[config.mk]
export PLATFORM = sky130hd
export DESIGN_NAME = euler_camera_orientation_core
export DESIGN_NICKNAME = d
export VERILOG_FILES = /design/src/hdl/eco_pkg.sv /design/src/hdl/euler_camera_orientation_core.sv
export SDC_FILE = /design/constraint.sdc
export NUM_CORES = 2
export LEC_CHECK = 0
export ABC_AREA = 1
export BUFFER_PORTS_ARGS = -buffer_cell sky130_fd_sc_hd__buf_2
export CAP_MARGIN = 20
export CORE_ASPECT_RATIO = 1.4
export CORE_MARGIN = 3
export CORE_UTILIZATION = 60
export CTS_CLUSTER_DIAMETER = 50
export CTS_CLUSTER_SIZE = 30
export DETAILED_ROUTE_END_ITERATION = 12
export GPL_ROUTABILITY_DRIVEN = 1
export PLACE_DENSITY = 0.78
export SETUP_SLACK_MARGIN = 0.5
export SYNTH_ARGS = -nofsm -noshare
export SYNTH_HDL_FRONTEND = slang
export SYNTH_SLANG_ARGS = --single-unit
[constraint.sdc]
create_clock -name clk -period 45 [get_ports clk]
set_input_delay 0 -clock clk [delete_from_list [all_inputs] [get_ports clk]]
set_output_delay 0 -clock clk [all_outputs]
set_load 0.005 [all_outputs]
[src/hdl/eco_pkg.sv]
// Shared constants and helpers for the Euler camera orientation core.
package eco_pkg;

  localparam int ANGLE_FRAC_BITS = 6;
  localparam int VEC_FRAC_BITS   = 13;
  localparam int CORDIC_STEPS    = 16;

  // Angle constants in degrees * 2^ANGLE_FRAC_BITS
  localparam int HALF_TURN    = 180 << ANGLE_FRAC_BITS;
  localparam int QUARTER_TURN = 90 << ANGLE_FRAC_BITS;
  localparam int FULL_TURN    = 360 << ANGLE_FRAC_BITS;
  localparam int PITCH_LIMIT_RESET = 89 << ANGLE_FRAC_BITS;

  localparam int VEC_ONE   = 1 << VEC_FRAC_BITS;
  localparam int CORDIC_K  = 652032874;  // 0.607252935 in Q30
  localparam int POS_Z_RESET = 768;

  localparam int ITER_W = $clog2(CORDIC_STEPS);

  typedef logic signed [32:0] cq_t;   // CORDIC x/y, Q30
  typedef logic signed [31:0] cz_t;   // CORDIC angle, degrees * 2^20
  typedef logic signed [15:0] vec_t;

  // atan(2^-i) in degrees * 2^20
  function automatic cz_t atan_deg(input logic [4:0] i);
    case (i)
      5'd0:  atan_deg = 32'sd47185920;
      5'd1:  atan_deg = 32'sd27855475;
      5'd2:  atan_deg = 32'sd14718068;
      5'd3:  atan_deg = 32'sd7471121;
      5'd4:  atan_deg = 32'sd3750058;
      5'd5:  atan_deg = 32'sd1876857;
      5'd6:  atan_deg = 32'sd938658;
      5'd7:  atan_deg = 32'sd469357;
      5'd8:  atan_deg = 32'sd234682;
      5'd9:  atan_deg = 32'sd117342;
      5'd10: atan_deg = 32'sd58671;
      5'd11: atan_deg = 32'sd29335;
      5'd12: atan_deg = 32'sd14668;
      5'd13: atan_deg = 32'sd7334;
      5'd14: atan_deg = 32'sd3667;
      5'd15: atan_deg = 32'sd1833;
      5'd16: atan_deg = 32'sd917;
      5'd17: atan_deg = 32'sd458;
      5'd18: atan_deg = 32'sd229;
      5'd19: atan_deg = 32'sd115;
      5'd20: atan_deg = 32'sd57;
      5'd21: atan_deg = 32'sd29;
      5'd22: atan_deg = 32'sd14;
      5'd23: atan_deg = 32'sd7;
      default: atan_deg = 32'sd0;
    endcase
  endfunction

  // Q30 to vector format, round half up, clamp to +-1.0
  function automatic vec_t to_vec(input logic signed [33:0] q);
    logic signed [33:0] r;
    r = (q + (34'sd1 <<< (29 - VEC_FRAC_BITS))) >>> (30 - VEC_FRAC_BITS);
    if (r > 34'(VEC_ONE))       to_vec = 16'(VEC_ONE);
    else if (r < -34'(VEC_ONE)) to_vec = -16'(VEC_ONE);
    else                        to_vec = r[15:0];
  endfunction

  // Product round half up, then saturate to 16 bits
  function automatic vec_t rnd_sat(input logic signed [35:0] p);
    logic signed [35:0] r;
    r = (p + (36'sd1 <<< (VEC_FRAC_BITS - 1))) >>> VEC_FRAC_BITS;
    if (r > 36'sd32767)       rnd_sat = 16'sh7fff;
    else if (r < -36'sd32768) rnd_sat = 16'sh8000;
    else                      rnd_sat = r[15:0];
  endfunction

endpackage

[src/hdl/euler_camera_orientation_core.sv]
// Euler camera core: position, yaw/pitch and basis rebuilt by a shared CORDIC and multiplier.
//
//  channel | handshake              | payload
//  --------+------------------------+----------------------------------------------
//  cfg     | cfg_valid / cfg_ready  | pitch_limit
//  in      | in_valid / in_ready    | delta_pitch, delta_yaw, move_x/y/z
//  out     | out_valid / out_ready  | position_x/y/z, forward_*, right_*, up_*
//
// An item with both angle deltas zero goes from acceptance straight to S_FINISH for the
// result load; otherwise the basis is rebuilt by one CORDIC rotator used for yaw then
// pitch and one 17x17 multiplier used for six products in turn. in_ready returns the
// cycle after the result is loaded.
// Synchronous reset loads the home pose. in_ready is high only while idle; a finished
// result waits in the output registers while the next item is already accepted, and the
// next result load stalls until that result is taken. cfg_ready is always high.
module euler_camera_orientation_core (
  input  logic               clk,
  input  logic               rst,
  input  logic               cfg_valid,
  output logic               cfg_ready,
  input  logic        [12:0] pitch_limit,
  input  logic               in_valid,
  output logic               in_ready,
  input  logic signed [13:0] delta_pitch,
  input  logic signed [13:0] delta_yaw,
  input  logic signed [15:0] move_x,
  input  logic signed [15:0] move_y,
  input  logic signed [15:0] move_z,
  output logic               out_valid,
  input  logic               out_ready,
  output logic signed [23:0] position_x,
  output logic signed [23:0] position_y,
  output logic signed [23:0] position_z,
  output logic signed [15:0] forward_x,
  output logic signed [15:0] forward_y,
  output logic signed [15:0] forward_z,
  output logic signed [15:0] right_x,
  output logic signed [15:0] right_y,
  output logic signed [15:0] right_z,
  output logic signed [15:0] up_x,
  output logic signed [15:0] up_y,
  output logic signed [15:0] up_z
);

  typedef enum logic [2:0] {S_IDLE, S_LOAD, S_ROT, S_SAVE, S_MUL, S_FINISH} state_t;

  state_t state;
  logic [12:0] limit;
  logic signed [14:0] yaw;
  logic signed [13:0] pitch;
  logic signed [23:0] pos [3];
  eco_pkg::vec_t fwd_x, fwd_y, fwd_z, rgt_x, rgt_z, upv_x, upv_y, upv_z;

  // CORDIC and product datapath registers
  eco_pkg::cq_t cx, cy;
  eco_pkg::cz_t cz;
  logic [eco_pkg::ITER_W-1:0] iter;
  logic pass;       // 0: yaw, 1: pitch
  logic neg_cos;
  eco_pkg::vec_t sin_yaw, cos_yaw, cos_pit;
  logic [2:0] mstep;
  logic signed [33:0] prod;
  logic signed [35:0] acc;

  logic in_fire;
  assign in_fire   = in_valid && in_ready;
  assign in_ready  = (state == S_IDLE);
  assign cfg_ready = 1'b1;

  // Position accumulate with saturation
  logic signed [23:0] pos_next [3];
  logic signed [15:0] moves [3];
  assign moves[0] = move_x;
  assign moves[1] = move_y;
  assign moves[2] = move_z;
  always_comb begin
    logic signed [24:0] s;
    for (int k = 0; k < 3; k++) begin
      s = 25'(pos[k]) + 25'(moves[k]);
      if (s > 25'sd8388607)       pos_next[k] = 24'sh7fffff;
      else if (s < -25'sd8388608) pos_next[k] = 24'sh800000;
      else                        pos_next[k] = s[23:0];
    end
  end

  // Yaw wrap and pitch clamp
  logic signed [14:0] yaw_next;
  logic signed [13:0] pitch_next;
  always_comb begin
    logic signed [16:0] t;
    logic signed [15:0] p;
    logic signed [15:0] lim;
    t = 17'(yaw) + 17'(delta_yaw) + 17'(eco_pkg::HALF_TURN);
    if (t < 17'sd0) t = t + 17'(eco_pkg::FULL_TURN);
    else if (t >= 17'(eco_pkg::FULL_TURN)) t = t - 17'(eco_pkg::FULL_TURN);
    yaw_next = 15'(t - 17'(eco_pkg::HALF_TURN));
    lim = 16'($unsigned(limit));
    p = 16'(pitch) + 16'(delta_pitch);
    if (p > lim && delta_pitch > 14'sd0)       p = lim;
    else if (p < -lim && delta_pitch < 14'sd0) p = -lim;
    if (p > 16'sd8191)       pitch_next = 14'sh1fff;
    else if (p < -16'sd8192) pitch_next = 14'sh2000;
    else                     pitch_next = p[13:0];
  end

  // Angle fold into [-90, 90] for the rotator
  logic signed [15:0] fold_a;
  logic fold_neg;
  always_comb begin
    logic signed [15:0] a;
    a = pass ? 16'(pitch) : 16'(yaw);
    fold_neg = 1'b0;
    fold_a = a;
    if (a > 16'(eco_pkg::QUARTER_TURN)) begin
      fold_a = 16'(eco_pkg::HALF_TURN) - a;
      fold_neg = 1'b1;
    end else if (a < -16'(eco_pkg::QUARTER_TURN)) begin
      fold_a = -16'(eco_pkg::HALF_TURN) - a;
      fold_neg = 1'b1;
    end
  end

  // One CORDIC micro-rotation
  eco_pkg::cq_t rx_next, ry_next;
  eco_pkg::cz_t rz_next;
  always_comb begin
    eco_pkg::cq_t dx, dy;
    eco_pkg::cz_t at;
    dx = cy >>> iter;
    dy = cx >>> iter;
    at = eco_pkg::atan_deg(5'(iter));
    if (cz >= 32'sd0) begin
      rx_next = cx - dx; ry_next = cy + dy; rz_next = cz - at;
    end else begin
      rx_next = cx + dx; ry_next = cy - dy; rz_next = cz + at;
    end
  end

  // Shared multiplier operand select
  logic signed [16:0] op_a, op_b;
  always_comb begin
    case (mstep)
      3'd0:    begin op_a = 17'(cos_yaw); op_b = 17'(cos_pit); end
      3'd1:    begin op_a = 17'(sin_yaw); op_b = 17'(cos_pit); end
      3'd2:    begin op_a = -17'(fwd_x);  op_b = 17'(fwd_y);   end
      3'd3:    begin op_a = 17'(fwd_x);   op_b = 17'(fwd_x);   end
      3'd4:    begin op_a = 17'(fwd_z);   op_b = 17'(fwd_z);   end
      3'd5:    begin op_a = -17'(fwd_z);  op_b = 17'(fwd_y);   end
      default: begin op_a = '0;           op_b = '0;           end
    endcase
  end

  // Sequencer, stores and output registers
  always_ff @(posedge clk) begin
    if (rst) begin
      state <= S_IDLE;
      limit <= 13'(eco_pkg::PITCH_LIMIT_RESET);
      yaw   <= -15'(eco_pkg::HALF_TURN);
      pitch <= '0;
      pos[0] <= '0;
      pos[1] <= '0;
      pos[2] <= 24'(eco_pkg::POS_Z_RESET);
      fwd_x <= '0;
      fwd_y <= '0;
      fwd_z <= -16'(eco_pkg::VEC_ONE);
      rgt_x <= 16'(eco_pkg::VEC_ONE);
      rgt_z <= '0;
      upv_x <= '0;
      upv_y <= 16'(eco_pkg::VEC_ONE);
      upv_z <= '0;
      out_valid <= 1'b0;
      pass <= 1'b0;
      iter <= '0;
      mstep <= '0;
    end else begin
      if (cfg_valid && cfg_ready) limit <= pitch_limit;
      // a result load in S_FINISH sets valid again
      if (out_valid && out_ready && state != S_FINISH) out_valid <= 1'b0;
      case (state)
        S_IDLE: begin
          if (in_fire) begin
            for (int k = 0; k < 3; k++) pos[k] <= pos_next[k];
            if (delta_pitch != 14'sd0 || delta_yaw != 14'sd0) begin
              yaw   <= yaw_next;
              pitch <= pitch_next;
              pass  <= 1'b0;
              state <= S_LOAD;
            end else begin
              state <= S_FINISH;
            end
          end
        end
        S_LOAD: begin
          cx <= 33'(eco_pkg::CORDIC_K);
          cy <= '0;
          cz <= 32'(fold_a) <<< (20 - eco_pkg::ANGLE_FRAC_BITS);
          neg_cos <= fold_neg;
          iter <= '0;
          state <= S_ROT;
        end
        S_ROT: begin
          cx <= rx_next;
          cy <= ry_next;
          cz <= rz_next;
          if (iter == eco_pkg::ITER_W'(eco_pkg::CORDIC_STEPS - 1)) state <= S_SAVE;
          else iter <= iter + 1'b1;
        end
        S_SAVE: begin
          if (!pass) begin
            cos_yaw <= eco_pkg::to_vec(neg_cos ? -34'(cx) : 34'(cx));
            sin_yaw <= eco_pkg::to_vec(34'(cy));
            pass  <= 1'b1;
            state <= S_LOAD;
          end else begin
            cos_pit <= eco_pkg::to_vec(neg_cos ? -34'(cx) : 34'(cx));
            fwd_y   <= eco_pkg::to_vec(34'(cy));
            mstep <= '0;
            state <= S_MUL;
          end
        end
        S_MUL: begin
          prod  <= op_a * op_b;
          mstep <= mstep + 1'b1;
          case (mstep)
            3'd1: fwd_x <= eco_pkg::rnd_sat(36'(prod));
            3'd2: fwd_z <= eco_pkg::rnd_sat(36'(prod));
            3'd3: upv_x <= eco_pkg::rnd_sat(36'(prod));
            3'd4: acc   <= 36'(prod);
            3'd5: upv_y <= eco_pkg::rnd_sat(acc + 36'(prod));
            3'd6: begin
              upv_z <= eco_pkg::rnd_sat(36'(prod));
              rgt_x <= (fwd_z == 16'sh8000) ? 16'sh7fff : -fwd_z;
              rgt_z <= fwd_x;
              state <= S_FINISH;
            end
            default: ;
          endcase
        end
        S_FINISH: begin
          if (!out_valid || out_ready) begin
            position_x <= pos[0];
            position_y <= pos[1];
            position_z <= pos[2];
            forward_x <= fwd_x;
            forward_y <= fwd_y;
            forward_z <= fwd_z;
            right_x <= rgt_x;
            right_y <= '0;
            right_z <= rgt_z;
            up_x <= upv_x;
            up_y <= upv_y;
            up_z <= upv_z;
            out_valid <= 1'b1;
            state <= S_IDLE;
          end
        end
        default: state <= S_IDLE;
      endcase
    end
  end

  // Checks
  a_yaw_range: assert property (@(posedge clk) disable iff (rst)
    yaw >= -15'(eco_pkg::HALF_TURN) && yaw < 15'(eco_pkg::HALF_TURN))
    else $error("yaw out of wrap range");
  a_accept_busy: assert property (@(posedge clk) disable iff (rst)
    in_fire |=> !in_ready)
    else $error("accepted item did not make the core busy");
  a_mstep_bound: assert property (@(posedge clk) disable iff (rst)
    state == S_MUL |-> mstep <= 3'd6)
    else $error("multiplier step overrun");
  a_up_y_sign: assert property (@(posedge clk) disable iff (rst)
    !upv_y[15])
    else $error("up_y negative");

endmodule

==> results.py <==
metrics = {
    "clock_tree": {
        "maximum_count_of_clock_buffers_along_a_single_path": 3,
        "cts_tree": "done",
        "post_cts_resized": 0,
        "cts_root_buffer": "sky130_fd_sc_hd__clkbuf_16",
        "numCtsBuffers": 61,
        "clkSinkCount": 695,
        "clock_latency_ns": 0.73,
        "h-tree-depth": 2,
        "cts.reportedPaths.clkPinSlew_ns": 0.10,
    },
    "grt": {
        "grt_antenna_before_repair": 1,
        "grt_remaining_overflow": 0,
        "grt_use_total_pct": 33.0,
        "via_count_of_the_first_global_routing_pass": 50100,
        "pin_count_of_the_biggest_net_entering_global_routing": 93,
        "grt_first_pass_wirelength_um": 263000,
    },
    "floorplan": {
        "initial_core_util_pct": 60.7,
        "floorplan.die.width_um": 269,
        "row_count": 134,
        "core_um2": 95700,
        "die_height_um": 374,
        "ios": 313,
        "fp.dieArea_um2": 101000,
    },
    "timing": {
        "finalHoldViolCount": 0,
        "timing.final.setup_violations": 0,
        "finalWorstPathRequiredPeriod_ns": 8.87,
        "finalMaxSlewViolations": 0,
        "fin_crit_sh_pct": 19.7,
        "tns_ns": 0,
        "fmax_ghz": 0.113,
        "finalClockSkew_ns": 0.0715,
        "slew-limit-headroom_pct": 24.5,
        "grt_setup_unrepaired": "false",
        "tightestPinTransition_ns": 1.13,
    },
    "power": {
        "clock_power_share_pct": 17.9,
        "power_density_nw_per_um2": 53.5,
        "max-vdd-ir-drop_uv": 57.3,
        "p_leak_nw": 30.7,
        "internal_power_mw": 1.79,
        "switching_share_pct": 47.6,
        "p_switching_mw": 1.63,
        "pwr-share-seq_pct": 24.9,
        "comb_power_share_pct": 57.1,
    },
    "synthesis": {
        "async_reset_ff_share_pct": 0,
        "synth-simple-area-share_pct": 18.3,
        "synthXorXnorAreaFrac_pct": 4.54,
        "dominant_combinational_cell_family_by_area_after_synthesis": "adder cells",
        "ys_warn_count": 0,
        "yosys.area_share.adder_pct": 19.4,
        "post-synth-top-area-fraction_pct": 25.2,
        "post-synth-top-area-cell": "sky130_fd_sc_hd__edfxtp_1",
        "synth-seq-area-share_pct": 32.3,
        "area_fraction_in_compound_gates_after_synthesis_pct": 14.6,
        "synth-edff-count": 487,
        "ys_types": 81,
        "synth.area.top_cells": "sky130_fd_sc_hd__edfxtp_1 (25%), sky130_fd_sc_hd__fa_1 (11%), sky130_fd_sc_hd__nand2_1 (9.5%)",
        "synthMuxAreaShare_pct": 0.620,
        "post_synthesis_cell_area_um2": 58100,
        "netlist_instances": 7269,
        "synth_ff_type": "sky130_fd_sc_hd__edfxtp_1",
        "synth-seq-cells": 695,
        "synth.avg_cell_area_um2": 8.00,
    },
    "worst_setup_path": {
        "path_class": "reg -> reg",
        "launch_instance_of_the_worst_register_to_register_path": "mstep[0]$_SDFFE_PP0P_",
        "rrSetupSlack_ns": 36.13,
        "crit_arrival_ns": 9.30,
        "cp_data_required_time_ns": 45.44,
        "worst-path-max-fanout": 16,
        "timing.critical_path.to_type": "flip-flop",
        "reg2reg_capture_point": "prod[26]$_DFFE_PP_",
        "cpPeakStageDelay_ns": 0.56,
        "cpMaxStageDelayCell": "sky130_fd_sc_hd__a221oi_1",
        "worst_r2r_path_depth": 32,
        "critPathMostFrequentCell": "sky130_fd_sc_hd__inv_1",
        "worstSetupStartpointType": "flip-flop",
    },
    "finish": {
        "fin_nets": 8372,
        "areaGrowthSynthToFinish_pct": 10.2,
        "num-fill-cells": 8019,
        "layout.cells.most_common": "sky130_fd_sc_hd__nand2_1",
        "layout_common_cells": "sky130_fd_sc_hd__nand2_1 (1477), sky130_fd_sc_hd__inv_1 (1264), sky130_fd_sc_hd__a21oi_1 (549)",
        "post_route_cells_drive_above_1_share_pct": 8.42,
        "stdcell_area_um2": 64100,
    },
    "detailed_routing": {
        "dr.pass1.iters": 8,
        "starting_drc_count_in_detailed_routing": 4359,
        "detailroute.via_count": 50600,
        "post-route-drc-count": 0,
        "drt_total_wl_um": 167000,
        "post_drt_wl_per_cell_um": 18.8,
        "via_per_inst": 5.69,
        "route.antenna.remaining_nets": 0,
    },
    "status": {
        "run_status": "completed",
    },
    "placed_design": {
        "place.detailed.hpwl_um": 131000,
        "port-buffer-count": 295,
        "placed_area_um2": 60600,
        "place.gp.congestion": 0.972,
    },
    "hold_path": {
        "hp-start": "delta_yaw[4]",
        "worstHoldEndpoint": "yaw[4]$_SDFFE_PP0P_",
        "hold-path-cell-count": 6,
        "min-delay-path-class": "in -> reg",
    },
    "flow_run": {
        "timing.max_cap.violations": 0,
    },
}
==> cell usage after synthesis, types with 9 or more instances <==
cell type,instances
sky130_fd_sc_hd__o221ai_1,11
sky130_fd_sc_hd__a21o_1,20
sky130_fd_sc_hd__nor3_2,9
sky130_fd_sc_hd__buf_4,24
sky130_fd_sc_hd__inv_2,19
sky130_fd_sc_hd__buf_1,13
sky130_fd_sc_hd__clkinv_1,9
sky130_fd_sc_hd__xnor2_1,91
sky130_fd_sc_hd__o21bai_1,47
sky130_fd_sc_hd__nor4_1,14
sky130_fd_sc_hd__nand3_1,262
sky130_fd_sc_hd__a21oi_2,11
sky130_fd_sc_hd__inv_1,1267
sky130_fd_sc_hd__clkbuf_1,122
sky130_fd_sc_hd__a31oi_1,40
sky130_fd_sc_hd__mux2i_1,36
sky130_fd_sc_hd__o21ai_0,485
sky130_fd_sc_hd__nand2_2,26
sky130_fd_sc_hd__nand3b_1,10
sky130_fd_sc_hd__o21ai_2,12
sky130_fd_sc_hd__o21a_1,42
sky130_fd_sc_hd__or2_2,34
sky130_fd_sc_hd__o21ai_1,127
sky130_fd_sc_hd__a21oi_1,550
sky130_fd_sc_hd__ha_1,415
sky130_fd_sc_hd__a221oi_1,32
sky130_fd_sc_hd__fa_1,305
sky130_fd_sc_hd__o31ai_1,12
sky130_fd_sc_hd__dfxtp_1,208
sky130_fd_sc_hd__nor2_2,16
sky130_fd_sc_hd__nand2_1,1478
sky130_fd_sc_hd__buf_2,47
sky130_fd_sc_hd__edfxtp_1,487
sky130_fd_sc_hd__nor3_1,83
sky130_fd_sc_hd__buf_6,14
sky130_fd_sc_hd__o211ai_1,42
sky130_fd_sc_hd__a21boi_0,16
sky130_fd_sc_hd__and2_1,11
sky130_fd_sc_hd__nor2_1,457
sky130_fd_sc_hd__nand4_1,66
sky130_fd_sc_hd__xor2_1,195
sky130_fd_sc_hd__o22ai_1,12
==> flip-flops by register name, summed over array words and instances, names as in the netlist, 24 cells and up, named ones only <==
register and flops:
cx 33, pos 72, acc 34, cz 32
prod 34, cy 33, position_x 24, position_y 24
position_z 24
==> cells by family (layout without fill, tap and decap cells) <==
kind of cell,after synthesis,in the layout
fa+ha+maj,720,720
other cells,2,18
compound gates,1501,1501
mux,36,36
xor+xnor,293,293
flops,695,695
simple gates,2505,2505
buf+inv,1517,1844
==> through the flow <==
stage | util (%) | std cells | power [mW] | worst slack, ns | hold slack (ns)
floorplan | - | 7284 | 2.35 | 29.86 | 0.122
global placement | 63.3 | 8688 | 2.73 | 36.60 | 0.214
detailed placement | 63.3 | 8688 | 2.78 | 36.33 | 0.223
CTS | 66.9 | 8899 | 3.41 | 36.27 | 0.00408
global route | 66.9 | 8904 | 3.73 | 35.70 | 0.0749
finish | 66.9 | 8904 | 3.43 | 36.13 | 0.0478
==> power by group through the flow <==
| stage | Clock, mW | Combinational (mW) | Sequential, mW |
|---|---|---|---|
| after global placement | 0 | 1.87 | 0.866 |
| after CTS | 0.621 | 1.94 | 0.853 |
| after detailed placement | 0 | 1.91 | 0.868 |
| after floorplan | 0 | 1.51 | 0.845 |
| final | 0.614 | 1.96 | 0.854 |
| after global routing | 0.644 | 2.23 | 0.861 |
==> area by class of cell <==
cell class                      instances  area, um2  area share, %
Antenna cell                            1       2.50        0.00391
Clock buffer                           61       1530           2.38
Clock inverter                         55        973           1.52
Multi-Input combinational cell       5072      33500           52.3
Inverter                             1297       4870           7.61
Timing Repair Buffer                  431       2770           4.32
Sequential cell                       695      18800           29.3
Tap cell                             1292       1620           2.52
==> worst max-delay path, delay by kind of cell, from the launching register on <==
family                     cells  cell delay [ns]
AOI/OAI and AO/OA              9             2.49
xor gates and xnor gates       1             0.16
adders and majority gates      8             3.31
buffers and inverters         10             1.46
DFF                            1             0.42
and+or+nand+nor                4             0.74
==> how the worst max path moves through the flow <==
stage / start / endpoint / slack [ns]
6_report: mstep[0]$_SDFFE_PP0P_ / prod[26]$_DFFE_PP_ / 36.13
3_5_place_dp: mstep[0]$_SDFFE_PP0P_ / prod[26]$_DFFE_PP_ / 36.33
2_1_floorplan: state[2]$_SDFFE_PP0P_ / forward_x[0]$_DFFE_PP_ / 29.86
3_3_place_gp: mstep[0]$_SDFFE_PP0P_ / prod[26]$_DFFE_PP_ / 36.60
4_1_cts: mstep[0]$_SDFFE_PP0P_ / prod[26]$_DFFE_PP_ / 36.27
5_1_grt: mstep[0]$_SDFFE_PP0P_ / prod[26]$_DFFE_PP_ / 35.70
==> routing by layer <==
layer	global-route usage, %	share of wire (%)	vias to the layer above	wire (um)
met4	22.6	8.4	0	14000
li1	-	-	24300	-
met5	0	0	-	0
met1	37.6	37	23700	61500
met2	57.2	49	1959	81300
met3	4.30	6.2	584	10400
==> repair_timing <==
item,4_1_cts,5_1_grt
hold endpoints to repair,98,0
setup buffers,0,0
hold buffers,95,0
(Power assumes the default switching activity.)
